==> src/rtl/etcsf_pkg.sv <==
// ----------------------------------------------------------------------------
// etcsf_pkg
// Shared widths, constants and types of the encoder turn counter / speed filter.
// ----------------------------------------------------------------------------
package etcsf_pkg;

   // field widths
   localparam int ANGLE_W    = 15;
   localparam int TURN_W     = 32;
   localparam int POS_W      = TURN_W + ANGLE_W;
   localparam int SPEED_W    = 15;
   localparam int DIFF_W     = 14;             // last good difference, +-DIFF_LIMIT
   localparam int RAW_DIFF_W = ANGLE_W + 1;
   localparam int PROD_W     = 28;             // DIFF_LIMIT * SCALE_NUM, signed

   // speed scaling and spike rejection
   localparam int SCALE_NUM  = 18311;
   localparam int SCALE_DEN  = 10000;
   localparam int DIFF_LIMIT = 5000;

   // divide by SCALE_DEN as a multiply by a rounded-up reciprocal;
   // exact for magnitudes below 2^(RECIP_SHIFT - 14)
   localparam int     RECIP_SHIFT = 41;
   localparam int     RECIP_W     = 28;
   localparam longint SCALE_RECIP = ((longint'(1) << RECIP_SHIFT) + longint'(SCALE_DEN) - 1)
                                    / longint'(SCALE_DEN);

   // angle sectors; a turn spans 2^ANGLE_W - 1 counts
   localparam int SECTOR_SHIFT = 12;
   localparam int SECTOR_W     = ANGLE_W - SECTOR_SHIFT;
   localparam logic [SECTOR_W-1:0] SECTOR_LOW    = SECTOR_W'(0);
   localparam logic [SECTOR_W-1:0] SECTOR_DISARM = SECTOR_W'(3);
   localparam logic [SECTOR_W-1:0] SECTOR_HIGH   = SECTOR_W'(7);

   // parameter defaults
   localparam int SHORT_DEPTH_DEF  = 16;
   localparam int MID_DEPTH_DEF    = 32;
   localparam int LONG_DEPTH_DEF   = 64;
   localparam int SPEED_DIVIDE_DEF = 10;

   localparam int NUM_WIN = 3;

   typedef enum logic [1:0] {
      WIN_SHORT,
      WIN_MID,
      WIN_LONG
   } win_type;

   typedef enum logic [3:0] {
      ST_IDLE,
      ST_DIFF,
      ST_MUL,
      ST_SCALE,
      ST_QUOT,
      ST_RD,
      ST_WR,
      ST_AVG,
      ST_AVG_WAIT,
      ST_DONE
   } fsm_state_type;

   function automatic int max_int(input int a, input int b);
      return (a > b) ? a : b;
   endfunction

endpackage

==> src/rtl/etcsf_ram.sv <==
// ----------------------------------------------------------------------------
// etcsf_ram
// Generic single-port-per-direction RAM with registered read.
// ----------------------------------------------------------------------------
module etcsf_ram #(
   parameter int WIDTH = 16,
   parameter int DEPTH = 16
) (
   input  logic                     clock,
   input  logic                     wr_en,
   input  logic [$clog2(DEPTH)-1:0] wr_addr,
   input  logic [WIDTH-1:0]         wr_data,
   input  logic                     rd_en,
   input  logic [$clog2(DEPTH)-1:0] rd_addr,
   output logic [WIDTH-1:0]         rd_data
);

   logic [WIDTH-1:0] mem_ff [DEPTH];
   logic [WIDTH-1:0] rd_data_ff;

   always_ff @(posedge clock) begin
      if (wr_en) begin
         mem_ff[wr_addr] <= wr_data;
      end
      if (rd_en) begin
         rd_data_ff <= mem_ff[rd_addr];
      end
   end

   assign rd_data = rd_data_ff;

endmodule

==> src/rtl/etcsf_div.sv <==
// ----------------------------------------------------------------------------
// etcsf_div
// Radix-2 restoring divider, one quotient bit per cycle, signed dividend,
// positive divisor, quotient truncated toward zero.
// ----------------------------------------------------------------------------
module etcsf_div #(
   parameter int DVD_W = 28,
   parameter int DEN_W = 14
) (
   input  logic                    clock,
   input  logic                    reset,
   input  logic                    start,
   input  logic signed [DVD_W-1:0] dividend,
   input  logic [DEN_W-1:0]        divisor,
   output logic                    busy,
   output logic                    done,
   output logic signed [DVD_W-1:0] quotient
);

   localparam int CNT_W = $clog2(DVD_W + 1);

   logic             busy_ff, busy_in;
   logic             done_ff, done_in;
   logic             neg_ff, neg_in;
   logic [CNT_W-1:0] cnt_ff, cnt_in;
   logic [DVD_W-1:0] quo_ff, quo_in;
   logic [DEN_W-1:0] rem_ff, rem_in;
   logic [DEN_W-1:0] den_ff, den_in;

   logic [DEN_W:0]   trial;
   logic [DEN_W:0]   trial_sub;
   logic             trial_ge;

   assign trial     = {rem_ff, quo_ff[DVD_W-1]};
   assign trial_sub = trial - {1'b0, den_ff};
   assign trial_ge  = (trial >= {1'b0, den_ff});

   always_comb begin
      busy_in = busy_ff;
      done_in = 1'b0;
      neg_in  = neg_ff;
      cnt_in  = cnt_ff;
      quo_in  = quo_ff;
      rem_in  = rem_ff;
      den_in  = den_ff;
      if (start) begin
         busy_in = 1'b1;
         neg_in  = dividend[DVD_W-1];
         cnt_in  = CNT_W'(DVD_W);
         quo_in  = dividend[DVD_W-1] ? DVD_W'(-dividend) : DVD_W'(dividend);
         rem_in  = '0;
         den_in  = divisor;
      end else if (busy_ff) begin
         quo_in = {quo_ff[DVD_W-2:0], trial_ge};
         rem_in = trial_ge ? trial_sub[DEN_W-1:0] : trial[DEN_W-1:0];
         cnt_in = cnt_ff - CNT_W'(1);
         if (cnt_ff == CNT_W'(1)) begin
            busy_in = 1'b0;
            done_in = 1'b1;
         end
      end
   end

   always_ff @(posedge clock) begin
      if (reset) begin
         busy_ff <= 1'b0;
         done_ff <= 1'b0;
      end else begin
         busy_ff <= busy_in;
         done_ff <= done_in;
      end
      neg_ff <= neg_in;
      cnt_ff <= cnt_in;
      quo_ff <= quo_in;
      rem_ff <= rem_in;
      den_ff <= den_in;
   end

   assign busy     = busy_ff;
   assign done     = done_ff;
   assign quotient = neg_ff ? -$signed(quo_ff) : $signed(quo_ff);

   a_start_idle: assert property (@(posedge clock) disable iff (reset)
      start |-> !busy_ff)
      else $error("divider started while busy");

   a_done_idle: assert property (@(posedge clock) disable iff (reset)
      done_ff |-> !busy_ff)
      else $error("divider done while still iterating");

   a_busy_count: assert property (@(posedge clock) disable iff (reset)
      busy_ff |-> (cnt_ff != '0))
      else $error("divider iterating with no bits left");

endmodule

==> src/rtl/etcsf_turn.sv <==
// ----------------------------------------------------------------------------
// etcsf_turn
// Turn counter on angle sector crossings and multi-turn position.
// ----------------------------------------------------------------------------
module etcsf_turn (
   input  logic                                 clock,
   input  logic                                 reset,
   input  logic                                 tick,
   input  logic [etcsf_pkg::ANGLE_W-1:0]        tick_angle,
   input  logic [etcsf_pkg::ANGLE_W-1:0]        cur_angle,
   output logic signed [etcsf_pkg::POS_W-1:0]   position
);

   import etcsf_pkg::*;

   logic [TURN_W-1:0]   count_ff, count_in;
   logic                up_armed_ff, up_armed_in;
   logic                down_armed_ff, down_armed_in;
   logic [SECTOR_W-1:0] sector;
   logic [POS_W-1:0]    count_shl;
   logic [POS_W-1:0]    count_ext;

   assign sector = tick_angle[ANGLE_W-1:SECTOR_SHIFT];

   always_comb begin
      count_in      = count_ff;
      up_armed_in   = up_armed_ff;
      down_armed_in = down_armed_ff;
      if (tick) begin
         unique case (sector)
            SECTOR_LOW: begin
               if (up_armed_ff) begin
                  count_in    = count_ff + TURN_W'(1);
                  up_armed_in = 1'b0;
               end
               down_armed_in = 1'b1;
            end
            SECTOR_HIGH: begin
               if (down_armed_ff) begin
                  count_in      = count_ff - TURN_W'(1);
                  down_armed_in = 1'b0;
               end
               up_armed_in = 1'b1;
            end
            SECTOR_DISARM: begin
               up_armed_in   = 1'b0;
               down_armed_in = 1'b0;
            end
            default: begin
            end
         endcase
      end
   end

   always_ff @(posedge clock) begin
      if (reset) begin
         count_ff      <= '0;
         up_armed_ff   <= 1'b0;
         down_armed_ff <= 1'b0;
      end else begin
         count_ff      <= count_in;
         up_armed_ff   <= up_armed_in;
         down_armed_ff <= down_armed_in;
      end
   end

   // count * (2^15 - 1) as a shift and a subtract
   assign count_shl = {count_ff, ANGLE_W'(0)};
   assign count_ext = {{ANGLE_W{count_ff[TURN_W-1]}}, count_ff};
   assign position  = $signed(count_shl - count_ext + {TURN_W'(0), cur_angle});

endmodule

==> src/rtl/encoder_turn_count_speed_filter_core.sv <==
// ----------------------------------------------------------------------------
// encoder_turn_count_speed_filter_core
// Multi-turn encoder position with decimated speed and three moving averages.
// ----------------------------------------------------------------------------
// Usage:
//   One rotor angle enters per req_ transfer; exactly one result leaves per
//   item on the rsp_ channel, in order. Turn counting and position are updated
//   on every item. Every SPEED_DIVIDE items the angle difference is scaled and
//   pushed into three windows held in one shared RAM; rsp_speed_updated marks
//   those results, and speed and averages hold between them.
//   Flow: an item without speed update goes from transfer straight to the
//   result register. An update item first forms the difference and the
//   18311/10000 scaling by a reciprocal multiply, then per window does a
//   RAM read-modify-write and one pass through the single bit-serial
//   divider.
//   One item is processed at a time; the next is taken as soon as the result
//   sits in the output register, even while the receiver stalls it.
//   Reset: synchronous; clears turn count, armed flags, held speed and
//   averages, window pointers and sums. Window RAM needs no clearing, since
//   a read-back entry is only used once its window has filled.
// ----------------------------------------------------------------------------
module encoder_turn_count_speed_filter_core #(
   parameter int SHORT_DEPTH  = etcsf_pkg::SHORT_DEPTH_DEF,
   parameter int MID_DEPTH    = etcsf_pkg::MID_DEPTH_DEF,
   parameter int LONG_DEPTH   = etcsf_pkg::LONG_DEPTH_DEF,
   parameter int SPEED_DIVIDE = etcsf_pkg::SPEED_DIVIDE_DEF
) (
   input  logic                                  clock,
   input  logic                                  reset,
   input  logic                                  req_valid,
   output logic                                  req_ready,
   input  logic [etcsf_pkg::ANGLE_W-1:0]         req_rotor_angle,
   output logic                                  rsp_valid,
   input  logic                                  rsp_ready,
   output logic signed [etcsf_pkg::POS_W-1:0]    rsp_multi_turn_position,
   output logic signed [etcsf_pkg::SPEED_W-1:0]  rsp_speed,
   output logic signed [etcsf_pkg::SPEED_W-1:0]  rsp_speed_avg_short,
   output logic signed [etcsf_pkg::SPEED_W-1:0]  rsp_speed_avg_mid,
   output logic signed [etcsf_pkg::SPEED_W-1:0]  rsp_speed_avg_long,
   output logic                                  rsp_speed_updated
);

   import etcsf_pkg::*;

   localparam int MAX_DEPTH    = max_int(max_int(SHORT_DEPTH, MID_DEPTH), LONG_DEPTH);
   localparam int TOTAL        = SHORT_DEPTH + MID_DEPTH + LONG_DEPTH;
   localparam int ADDR_W       = $clog2(TOTAL);
   localparam int PTR_W        = $clog2(MAX_DEPTH);
   localparam int CNT_W        = $clog2(MAX_DEPTH + 1);
   localparam int SUM_W        = SPEED_W + $clog2(MAX_DEPTH);
   localparam int DVD_W        = SUM_W;
   localparam int DEN_W        = CNT_W;
   localparam int TICK_W       = $clog2(SPEED_DIVIDE + 1);
   localparam int RECIP_PROD_W = PROD_W + RECIP_W;

   localparam logic [TICK_W-1:0]            TICK_LAST = TICK_W'(SPEED_DIVIDE - 1);
   localparam logic signed [RAW_DIFF_W-1:0] LIMIT_POS = RAW_DIFF_W'(DIFF_LIMIT);
   localparam logic signed [RAW_DIFF_W-1:0] LIMIT_NEG = RAW_DIFF_W'(-DIFF_LIMIT);
   localparam logic signed [PROD_W-1:0]     SCALE_K   = PROD_W'(SCALE_NUM);
   localparam logic [RECIP_W-1:0]           RECIP_K   = RECIP_W'(SCALE_RECIP);

   // control
   fsm_state_type state_ff, state_in;
   logic          accept;
   logic          div_start;
   logic          ram_rd_en;
   logic          ram_wr_en;
   logic          rsp_load;

   // datapath registers
   logic [ANGLE_W-1:0]        angle_ff, angle_in;
   logic [ANGLE_W-1:0]        prev_ff, prev_in;
   logic signed [DIFF_W-1:0]  good_ff, good_in;
   logic signed [DIFF_W-1:0]  diff_ff, diff_in;
   logic signed [PROD_W-1:0]  prod_ff, prod_in;
   logic [RECIP_PROD_W-1:0]   recip_ff, recip_in;
   logic signed [SPEED_W-1:0] speed_ff, speed_in;
   logic                      upd_ff, upd_in;
   logic [TICK_W-1:0]         tick_ff, tick_in;
   win_type                   win_ff, win_in;
   logic [PTR_W-1:0]          ptr_ff [NUM_WIN];
   logic [PTR_W-1:0]          ptr_in [NUM_WIN];
   logic [NUM_WIN-1:0]        full_ff, full_in;
   logic signed [SUM_W-1:0]   sum_ff [NUM_WIN];
   logic signed [SUM_W-1:0]   sum_in [NUM_WIN];
   logic signed [SPEED_W-1:0] avg_ff [NUM_WIN];
   logic signed [SPEED_W-1:0] avg_in [NUM_WIN];
   logic [DEN_W-1:0]          den_ff, den_in;

   // result register
   logic                      rsp_valid_ff, rsp_valid_in;
   logic signed [POS_W-1:0]   rsp_pos_ff, rsp_pos_in;
   logic signed [SPEED_W-1:0] rsp_speed_ff, rsp_speed_in;
   logic signed [SPEED_W-1:0] rsp_avg_ff [NUM_WIN];
   logic signed [SPEED_W-1:0] rsp_avg_in [NUM_WIN];
   logic                      rsp_upd_ff, rsp_upd_in;

   // combinational helpers
   logic signed [RAW_DIFF_W-1:0] raw_diff;
   logic signed [DIFF_W-1:0]     diff_sel;
   logic [PROD_W-1:0]            prod_mag;
   logic signed [SPEED_W-1:0]    quot_mag;
   logic [CNT_W-1:0]             depth_sel;
   logic [ADDR_W-1:0]            base_sel;
   logic [ADDR_W-1:0]            ram_addr;
   logic [CNT_W-1:0]             ptr_inc;
   logic                         ptr_wrap;
   logic signed [SPEED_W-1:0]    oldest;
   logic [SPEED_W-1:0]           ram_rd_data;
   logic signed [DVD_W-1:0]      div_dvd;
   logic [DEN_W-1:0]             div_den;
   logic                         div_busy;
   logic                         div_done;
   logic signed [DVD_W-1:0]      div_quo;
   logic signed [POS_W-1:0]      position;

   etcsf_turn u_turn (
      .clock      (clock),
      .reset      (reset),
      .tick       (accept),
      .tick_angle (req_rotor_angle),
      .cur_angle  (angle_ff),
      .position   (position)
   );

   etcsf_div #(
      .DVD_W (DVD_W),
      .DEN_W (DEN_W)
   ) u_div (
      .clock    (clock),
      .reset    (reset),
      .start    (div_start),
      .dividend (div_dvd),
      .divisor  (div_den),
      .busy     (div_busy),
      .done     (div_done),
      .quotient (div_quo)
   );

   etcsf_ram #(
      .WIDTH (SPEED_W),
      .DEPTH (TOTAL)
   ) u_ram (
      .clock   (clock),
      .wr_en   (ram_wr_en),
      .wr_addr (ram_addr),
      .wr_data (speed_ff),
      .rd_en   (ram_rd_en),
      .rd_addr (ram_addr),
      .rd_data (ram_rd_data)
   );

   // window geometry inside the shared RAM
   always_comb begin
      unique case (win_ff)
         WIN_SHORT: begin
            depth_sel = CNT_W'(SHORT_DEPTH);
            base_sel  = '0;
         end
         WIN_MID: begin
            depth_sel = CNT_W'(MID_DEPTH);
            base_sel  = ADDR_W'(SHORT_DEPTH);
         end
         default: begin
            depth_sel = CNT_W'(LONG_DEPTH);
            base_sel  = ADDR_W'(SHORT_DEPTH + MID_DEPTH);
         end
      endcase
   end

   assign ram_addr = base_sel + ADDR_W'(ptr_ff[win_ff]);
   assign ptr_inc  = CNT_W'(ptr_ff[win_ff]) + CNT_W'(1);
   assign ptr_wrap = (ptr_inc >= depth_sel);
   assign oldest   = $signed(ram_rd_data);

   assign raw_diff = $signed({1'b0, angle_ff}) - $signed({1'b0, prev_ff});
   assign diff_sel = ((raw_diff > LIMIT_POS) || (raw_diff < LIMIT_NEG))
                     ? good_ff : raw_diff[DIFF_W-1:0];

   // magnitude times reciprocal, quotient in the top bits
   assign prod_mag = prod_ff[PROD_W-1] ? PROD_W'(-prod_ff) : PROD_W'(prod_ff);
   assign quot_mag = $signed(recip_ff[RECIP_SHIFT +: SPEED_W]);

   // next state
   always_comb begin
      state_in = state_ff;
      unique case (state_ff)
         ST_IDLE: begin
            if (req_valid) begin
               state_in = (tick_ff == TICK_LAST) ? ST_DIFF : ST_DONE;
            end
         end
         ST_DIFF:       state_in = ST_MUL;
         ST_MUL:        state_in = ST_SCALE;
         ST_SCALE:      state_in = ST_QUOT;
         ST_QUOT:       state_in = ST_RD;
         ST_RD:         state_in = ST_WR;
         ST_WR:         state_in = ST_AVG;
         ST_AVG:        state_in = ST_AVG_WAIT;
         ST_AVG_WAIT: begin
            if (div_done) begin
               state_in = (win_ff == WIN_LONG) ? ST_DONE : ST_RD;
            end
         end
         ST_DONE: begin
            if (!rsp_valid_ff || rsp_ready) begin
               state_in = ST_IDLE;
            end
         end
         default:       state_in = ST_IDLE;
      endcase
   end

   // control outputs
   always_comb begin
      req_ready = (state_ff == ST_IDLE);
      div_start = (state_ff == ST_AVG);
      ram_rd_en = (state_ff == ST_RD);
      ram_wr_en = (state_ff == ST_WR);
      rsp_load  = (state_ff == ST_DONE) && (!rsp_valid_ff || rsp_ready);
      div_dvd   = DVD_W'(sum_ff[win_ff]);
      div_den   = den_ff;
   end

   assign accept = req_valid && req_ready;

   // datapath
   always_comb begin
      angle_in = angle_ff;
      prev_in  = prev_ff;
      good_in  = good_ff;
      diff_in  = diff_ff;
      prod_in  = prod_ff;
      recip_in = recip_ff;
      speed_in = speed_ff;
      upd_in   = upd_ff;
      tick_in  = tick_ff;
      win_in   = win_ff;
      full_in  = full_ff;
      den_in   = den_ff;
      for (int i = 0; i < NUM_WIN; i++) begin
         ptr_in[i] = ptr_ff[i];
         sum_in[i] = sum_ff[i];
         avg_in[i] = avg_ff[i];
      end

      if (accept) begin
         angle_in = req_rotor_angle;
         upd_in   = (tick_ff == TICK_LAST);
         tick_in  = (tick_ff == TICK_LAST) ? '0 : tick_ff + TICK_W'(1);
      end

      if (state_ff == ST_DIFF) begin
         diff_in = diff_sel;
         good_in = diff_sel;
         prev_in = angle_ff;
      end

      if (state_ff == ST_MUL) begin
         prod_in = PROD_W'(diff_ff) * SCALE_K;
      end

      if (state_ff == ST_SCALE) begin
         recip_in = prod_mag * RECIP_K;
      end

      if (state_ff == ST_QUOT) begin
         speed_in = prod_ff[PROD_W-1] ? -quot_mag : quot_mag;
         win_in   = WIN_SHORT;
      end

      // read data of the oldest entry is valid here; same entry gets the new sample
      if (state_ff == ST_WR) begin
         if (full_ff[win_ff]) begin
            sum_in[win_ff] = sum_ff[win_ff] + SUM_W'(speed_ff) - SUM_W'(oldest);
            den_in         = DEN_W'(depth_sel);
         end else begin
            sum_in[win_ff] = sum_ff[win_ff] + SUM_W'(speed_ff);
            den_in         = DEN_W'(ptr_inc);
         end
         ptr_in[win_ff]  = ptr_wrap ? '0 : ptr_inc[PTR_W-1:0];
         full_in[win_ff] = full_ff[win_ff] | ptr_wrap;
      end

      if ((state_ff == ST_AVG_WAIT) && div_done) begin
         avg_in[win_ff] = div_quo[SPEED_W-1:0];
         unique case (win_ff)
            WIN_SHORT: win_in = WIN_MID;
            default:   win_in = WIN_LONG;
         endcase
      end
   end

   // result register
   always_comb begin
      rsp_valid_in = rsp_valid_ff;
      rsp_pos_in   = rsp_pos_ff;
      rsp_speed_in = rsp_speed_ff;
      rsp_upd_in   = rsp_upd_ff;
      for (int i = 0; i < NUM_WIN; i++) begin
         rsp_avg_in[i] = rsp_avg_ff[i];
      end
      if (rsp_ready) begin
         rsp_valid_in = 1'b0;
      end
      if (rsp_load) begin
         rsp_valid_in = 1'b1;
         rsp_pos_in   = position;
         rsp_speed_in = speed_ff;
         rsp_upd_in   = upd_ff;
         for (int i = 0; i < NUM_WIN; i++) begin
            rsp_avg_in[i] = avg_ff[i];
         end
      end
   end

   always_ff @(posedge clock) begin
      if (reset) begin
         state_ff     <= ST_IDLE;
         prev_ff      <= '0;
         good_ff      <= '0;
         speed_ff     <= '0;
         tick_ff      <= '0;
         full_ff      <= '0;
         rsp_valid_ff <= 1'b0;
         for (int i = 0; i < NUM_WIN; i++) begin
            ptr_ff[i] <= '0;
            sum_ff[i] <= '0;
            avg_ff[i] <= '0;
         end
      end else begin
         state_ff     <= state_in;
         prev_ff      <= prev_in;
         good_ff      <= good_in;
         speed_ff     <= speed_in;
         tick_ff      <= tick_in;
         full_ff      <= full_in;
         rsp_valid_ff <= rsp_valid_in;
         for (int i = 0; i < NUM_WIN; i++) begin
            ptr_ff[i] <= ptr_in[i];
            sum_ff[i] <= sum_in[i];
            avg_ff[i] <= avg_in[i];
         end
      end
      angle_ff     <= angle_in;
      diff_ff      <= diff_in;
      prod_ff      <= prod_in;
      recip_ff     <= recip_in;
      upd_ff       <= upd_in;
      win_ff       <= win_in;
      den_ff       <= den_in;
      rsp_pos_ff   <= rsp_pos_in;
      rsp_speed_ff <= rsp_speed_in;
      rsp_upd_ff   <= rsp_upd_in;
      for (int i = 0; i < NUM_WIN; i++) begin
         rsp_avg_ff[i] <= rsp_avg_in[i];
      end
   end

   assign rsp_valid               = rsp_valid_ff;
   assign rsp_multi_turn_position = rsp_pos_ff;
   assign rsp_speed               = rsp_speed_ff;
   assign rsp_speed_avg_short     = rsp_avg_ff[WIN_SHORT];
   assign rsp_speed_avg_mid       = rsp_avg_ff[WIN_MID];
   assign rsp_speed_avg_long      = rsp_avg_ff[WIN_LONG];
   assign rsp_speed_updated       = rsp_upd_ff;

   a_idle_div_free: assert property (@(posedge clock) disable iff (reset)
      (state_ff == ST_IDLE) |-> !div_busy)
      else $error("divider still busy while taking a new item");

   a_done_in_wait: assert property (@(posedge clock) disable iff (reset)
      div_done |-> (state_ff == ST_AVG_WAIT))
      else $error("divider result arrived outside a wait state");

   a_full_sticky: assert property (@(posedge clock) disable iff (reset)
      1'b1 |=> ((full_ff & $past(full_ff)) == $past(full_ff)))
      else $error("window full flag dropped");

endmodule

==> config.mk <==
export PLATFORM = sky130hd
export DESIGN_NAME = encoder_turn_count_speed_filter_core
export DESIGN_NICKNAME = d
export VERILOG_FILES = /design/src/rtl/etcsf_pkg.sv /design/src/rtl/etcsf_ram.sv /design/src/rtl/etcsf_div.sv /design/src/rtl/etcsf_turn.sv /design/src/rtl/encoder_turn_count_speed_filter_core.sv
export SDC_FILE = /design/constraint.sdc
export NUM_CORES = 2
export LEC_CHECK = 0
export ABC_AREA = 1
export BUFFER_PORTS_ARGS = -buffer_cell sky130_fd_sc_hd__buf_2
export CAP_MARGIN = 20
export CORE_MARGIN = 5
export CORE_UTILIZATION = 60
export DETAILED_ROUTE_END_ITERATION = 8
export PLACE_DENSITY = 0.81
export SLEW_MARGIN = 30
export SYNTH_ARGS = -nofsm -noshare
export SYNTH_HDL_FRONTEND = slang
export SYNTH_SLANG_ARGS = --single-unit
==> constraint.sdc <==
create_clock -name clock -period 10.1 [get_ports clock]
set_clock_uncertainty 0.2 [all_clocks]
set_input_delay 1.515 -clock clock [delete_from_list [all_inputs] [get_ports clock]]
set_output_delay 1.515 -clock clock [all_outputs]
set_load 0.005 [all_outputs]
# == Word-level counts from Yosys, hierarchy flattened ==
# Memory sizes are Yosys's and may differ from the RTL's. A register that Yosys moved wholly into a read port is not among the register bits.
# Cells that the tools add are included.
# totals
regBits,318
ramBits,1851
inputBits,19
out_inout_bits,110
wordCells,184
n_memories,5
# mem_list
memory,depth,word_bits,rd,rd_clocked_by_memory_dff,write_ports,line_no,source
u_ram.mem_ff,112,15,1,1,1,etcsf_ram.sv:18,logic [WIDTH-1:0] mem_ff [DEPTH];
sum_ff,3,21,4,1,3,encoder_turn_count_speed_filter_core.sv:84,logic signed [SUM_W-1:0] sum_ff [NUM_WIN];
avg_ff,3,15,3,0,3,encoder_turn_count_speed_filter_core.sv:86,logic signed [SPEED_W-1:0] avg_ff [NUM_WIN];
rsp_avg_ff,3,15,3,0,3,encoder_turn_count_speed_filter_core.sv:94,logic signed [SPEED_W-1:0] rsp_avg_ff [NUM_WIN];
ptr_ff,3,6,4,1,3,encoder_turn_count_speed_filter_core.sv:81,logic [PTR_W-1:0] ptr_ff [NUM_WIN];
# op_classes
addsub,16
mul,2
n_lt_le_gt_ge,8
eq_ne,21
mux,69
bitwise_logic,12
n_reduce_logical,24
# ops
operator,count
two-way mux 21 bit,7
bitwise mux 63 bit,2
two-way mux 63 bit,2
two-way mux 15 bit,6
two-way mux 45 bit,2
two-way mux 32 bit,2
case mux 32 bit (2 select lines),1
multiplier 28 x 27 -> 55 bit (second input constant),1
adder 47 x 15 -> 47 bit,1
subtractor 47 bit,1
bitwise mux 45 bit,1
demux 21 bit (select 2 bit),1
case mux 4 bit (10 select lines),1
adder 32 x 1 -> 32 bit (second input constant),1
subtractor 32 x 1 -> 32 bit (second input constant),1
demux 15 bit (select 2 bit),1
two-way mux 6 bit,5
negator 15 bit,2
multiplier 14 x 16 -> 28 bit (second input constant),1
two-way mux 28 bit,1
negator 28 bit,1
two-way mux 4 bit,6
adder 21 x 15 -> 21 bit,1
negator 21 bit,1
other kinds (55),103

# == Depth between registers and ports, before layout ==
# depth
ltp_word,9
depth_mapped,37
mapped_depth_nobuf,37

# == Hierarchy ==
# A second synthesis with hierarchy kept.
# unflattened
cells_unflattened,11783
area_unflattened_um2,115490.8
# modules_own_cells
mod,instances,cells_per_inst,area_per_inst_um2,seq_area_each_um2
etcsf_ram,1,5852,69192.6,50898.8
encoder_turn_count_speed_filter_core,1,4264,36364.9,9389.0
etcsf_turn,1,1191,6688.9,680.7
etcsf_div,1,476,3244.4,1151.1

# == Worst setup path after synthesis ==
# OpenSTA, ideal clock, no wires.
# synth_path
path_type,reg2reg
startpoint,register prod_ff[0]
endpoint,register recip_ff[53] (data pin)
setup_time_ns,0.265
t_arrival_ns,7.300
required_time_ns,9.635
path_slack_ns,2.335
stages_incl_launch_ff,35
n_path_buf,0
period_less_slack_ns,7.765
path_cell_list,edfxtp_1 -> inv_1 -> ha_1 -> inv_1 -> nor2_1 -> nand2_1 -> nor3_2 -> nand4_1 -> nor2_1 -> nand2_1 -> nand2_1 -> o21ai_0 -> xor2_1 -> inv_1 -> fa_1 -> inv_1 -> ha_1 -> inv_1 -> fa_1 -> fa_1 -> inv_1 -> fa_1 -> fa_1 -> inv_1 -> fa_1 -> inv_1 -> ha_1 -> a21o_1 -> a21oi_1 -> o21ai_0 -> a21oi_1 -> nand3_1 -> a21boi_0 -> o21ai_0 -> xor2_1
# synth_between
elab_chain_len,3
# synth_rtl
element,line_no,source
start: declaration,encoder_turn_count_speed_filter_core.sv:75,"logic signed [PROD_W-1:0] prod_ff, prod_in;"
start signal: assignment,encoder_turn_count_speed_filter_core.sv:347,prod_ff <= prod_in;
negator 28 bit,encoder_turn_count_speed_filter_core.sv:181,assign prod_mag = prod_ff[PROD_W-1] ? PROD_W'(-prod_ff) : PROD_W'(prod_ff);
two-way mux 28 bit *,encoder_turn_count_speed_filter_core.sv:181,
multiplier 28 x 27 -> 55 bit *,encoder_turn_count_speed_filter_core.sv:264,recip_in = prod_mag * RECIP_K;
end signal: assignment,encoder_turn_count_speed_filter_core.sv:348,recip_ff <= recip_in;
end: declaration,encoder_turn_count_speed_filter_core.sv:76,"logic [RECIP_PROD_W-1:0] recip_ff, recip_in;"
# Every way passes the cells marked *; elsewhere a longest branch is shown, timed or not.
# A chain may end at the register's enable or synchronous reset.

# == Worst setup path in the final report ==
# Same ends and word-level chain as after synthesis.

==> summary.md <==
| Metric | Value |
|---|---|
| Instance count of the mapped netlist | around 11k |
| Met3 routed WL | between 30000 and 40000 um |
| Hold Buf Count CTS | 0 |
| Die area | slightly below 200000 um2 |
| Leading cell type in the layout, fill and taps excluded | nand2_1 |
| Cell variety after synth | 67 |
| Kind of critical path | reg -> reg |
| Number of nets in the synthesized netlist | 11.6k |
| Synth-to-Final Area Change | 9.44% |
| Delay of the slowest cell on the worst path | 0.57 ns |
| Total vias in the final route | 82.0k |
| Initial antenna violation count | 13 |
| Mean number of vias per cell | ~6.1 |
| Uppermost metal layer occupied by signal nets | met5 |
| Total detailed-routing wirelength | 327000 um |
| Total routing usage reported by global routing | 0.334 |
| IO Count | 129 |
| Leading cell types in the layout, fill and taps excluded | nand2_1 (2616), edfxtp_1 (1914), inv_1 (1362) |
| Total of max-cap violations | 0 |
| Maximum fanout encountered on the critical timing path | 5 |
| Number of buffers and inverters on the critical path | 7 |
| Setup repair after global routing missed its margin | false |
| Slowest library cell on the worst path | xnor2_1 |
| Overflow after GRT | 0 |
| Remaining DRCs | 0 |
| Library cell used as clock root buffer | clkbuf_16 |
| Number of nets still failing antenna checks after routing | 0 |
| Chip height | 440 um |
| Total number of H-tree levels | 4 |
| Setup TNS Final | 0 ns |
| Cell type with the highest occurrence count on the critical path | inv_1 |
| Worst skew pair latency | ~0.86 ns |
| Layout cells sized above 1 | 0.0688 |
| Startpoint type of the worst setup path | register |
| Vias in the first global route | a little over 80k |
| Maximum number of pins on one net before global-route repair | 114 |
| Global-route wire length before repair | slightly below 500000 um |
| Resized Gates After CTS | 0 |
| Starting Density | 0.604 |
| Achievable frequency | 115 MHz |
| Relative slew margins | 0.233 |
| DP HPWL | 216000 um |
| RePlAce Congestion | a little over 1 |
| Number of endpoints failing setup at the final stage | 0 |
| Arrival time of data at the critical path endpoint | 9.07 ns |
| Number of buffers inserted by port buffering | 128 |
| Gate family responsible for the most delay along the worst path | adder cells |
| Status | complete, no violations |
| Bufs on Longest Clock Path | 3 |
| Area of the core region | between 150000 and 200000 um2 |
| Cell row count | ~160 |
| Num Clock Sinks | about 2.1k |
| Post-layout minimum cycle time | ~8.7 ns |
| Total iterations of the first detailed-routing run | 6 |
| Worst-path clk slew | around 0.070 ns |
| Type of the worst min-delay path | reg -> reg |
| TritonCTS clock tree | done |
| Required time reported for the critical path endpoint | 10.45 ns |
| Total Nets Final | between 10k and 15k |
| Mean routed wirelength per cell | approximately 24 um |
| Syn Area/Cell | between 10 and 15 um2 |
| Post-synth EDFFs | about 1.9k |
| Yosys synthesis warning count | 0 |
| Overall die width | ~440 um |
| WL met2 | between 150000 and 200000 um |
| Initial drt markers | 10.9k |
| Post-route met1 wirelength | 119000 um |
| Portion of the clock cycle consumed by the worst path in the final layout | 0.863 |
| Dominant synthesized flop cell | edfxtp_1 |
| CTS Buf Count | 200 |
| Worst-margin pin slew | 1.14 ns |
| Share of synthesized area occupied by flip-flops and latches | 0.560 |
| Total setup buffers inserted after CTS | 0 |
| Final Hold Fails | 0 |
| Seq cells post-synth | about 2.1k |
| Ys async rst share | 0 |
| Max Slew Vio Count | 0 |
| Post-synthesis cell area | approximately 110000 um2 |
| CP Capture Type | register |
[worst paths after layout]
kind	cells after the start	to	slack, ns	start
min	0	u_div.den_ff[2]	0.22	den_ff[2]
min reg2reg	0	u_div.den_ff[2]	0.22	den_ff[2]
max reg2reg	32	recip_ff[53]	1.38	prod_ff[0]
max	32	recip_ff[53]	1.38	prod_ff[0]
[logic make-up after synthesis]
family	share of synthesized area
compound gates	0.0830
flops	0.560
xor+xnor	0.0176
fa+ha+maj	0.127
buf+inv	0.0630
simple gates	0.149
[Yosys cell counts (33+ instances only)]
library cell / number / area share
a21o_1: 33 / 0.0022
a21oi_1: 686 / 0.031
a22oi_1: 131 / 0.0089
a31oi_1: 45 / 0.0025
buf_2: 176 / 0.0079
clkbuf_1: 115 / 0.0039
dfxtp_1: 232 / 0.042
edfxtp_1: 1914 / 0.52
fa_1: 373 / 0.067
ha_1: 531 / 0.060
inv_1: 1363 / 0.046
nand2_1: 2617 / 0.089
nand3_1: 277 / 0.013
nand4_1: 201 / 0.011
nor2_1: 725 / 0.025
nor3_1: 53 / 0.0024
o211ai_1: 35 / 0.0024
o21a_1: 68 / 0.0046
o21ai_0: 432 / 0.020
o21ai_1: 75 / 0.0034
xnor2_1: 72 / 0.0057
xor2_1: 151 / 0.012
[area by class of cell]
type / instances / area (um2)
flip-flops and latches: 2146 / 62200
fillers: 13400 / 62200
multi-input cells: 6766 / 41900
inverters: 1387 / 5260
clock buffers: 239 / 5200
well taps: 2464 / 3080
repair buffers: 336 / 2310
clock inverters: 133 / 1410
diodes: 9 / 22.5
[state kept, by name, indices dropped and copies added (netlist names), 4 cells and up, named ones only]
signal	count
u_ram.mem_ff	1680
sum_ff	63
rsp_multi_turn_position	47
avg_ff	45
rsp_avg_ff	45
u_turn.count_ff	32
prod_ff	28
u_div.quo_ff	21
ptr_ff	18
angle_ff	15
prev_ff	15
recip_ff	15
rsp_speed	15
speed_ff	15
u_ram.rd_data	15
diff_ff	14
good_ff	14
den_ff	7
u_div.den_ff	7
u_div.rem_ff	7
u_div.cnt_ff	5
state_ff	4
tick_ff	4
[metrics by stage]
step / setup slack (ns) / std cells / area, um2 / util / hold slack, ns
finish: 1.38 / 13500 / 121000 / 0.661 / 0.219
global route: 0.858 / 13500 / 121000 / 0.661 / 0.238
CTS: 1.39 / 13500 / 121000 / 0.661 / 0.220
detailed placement: 1.39 / 13100 / 115000 / 0.625 / 0.205
global placement: 1.41 / 13100 / 115000 / 0.625 / 0.202
floorplan: 2.34 / 10600 / 111000 / - / 0.200
[layer usage]
metal  track usage  up-vias
li1              -    36200
met4         0.187        4
met2         0.531     5437
met5             0        -
met1         0.437    39300
met3        0.0623     1057
Power is left out: the tool's default activity adds up to more than one toggle a clock period on the data nets, which glitch-free logic cannot reach.
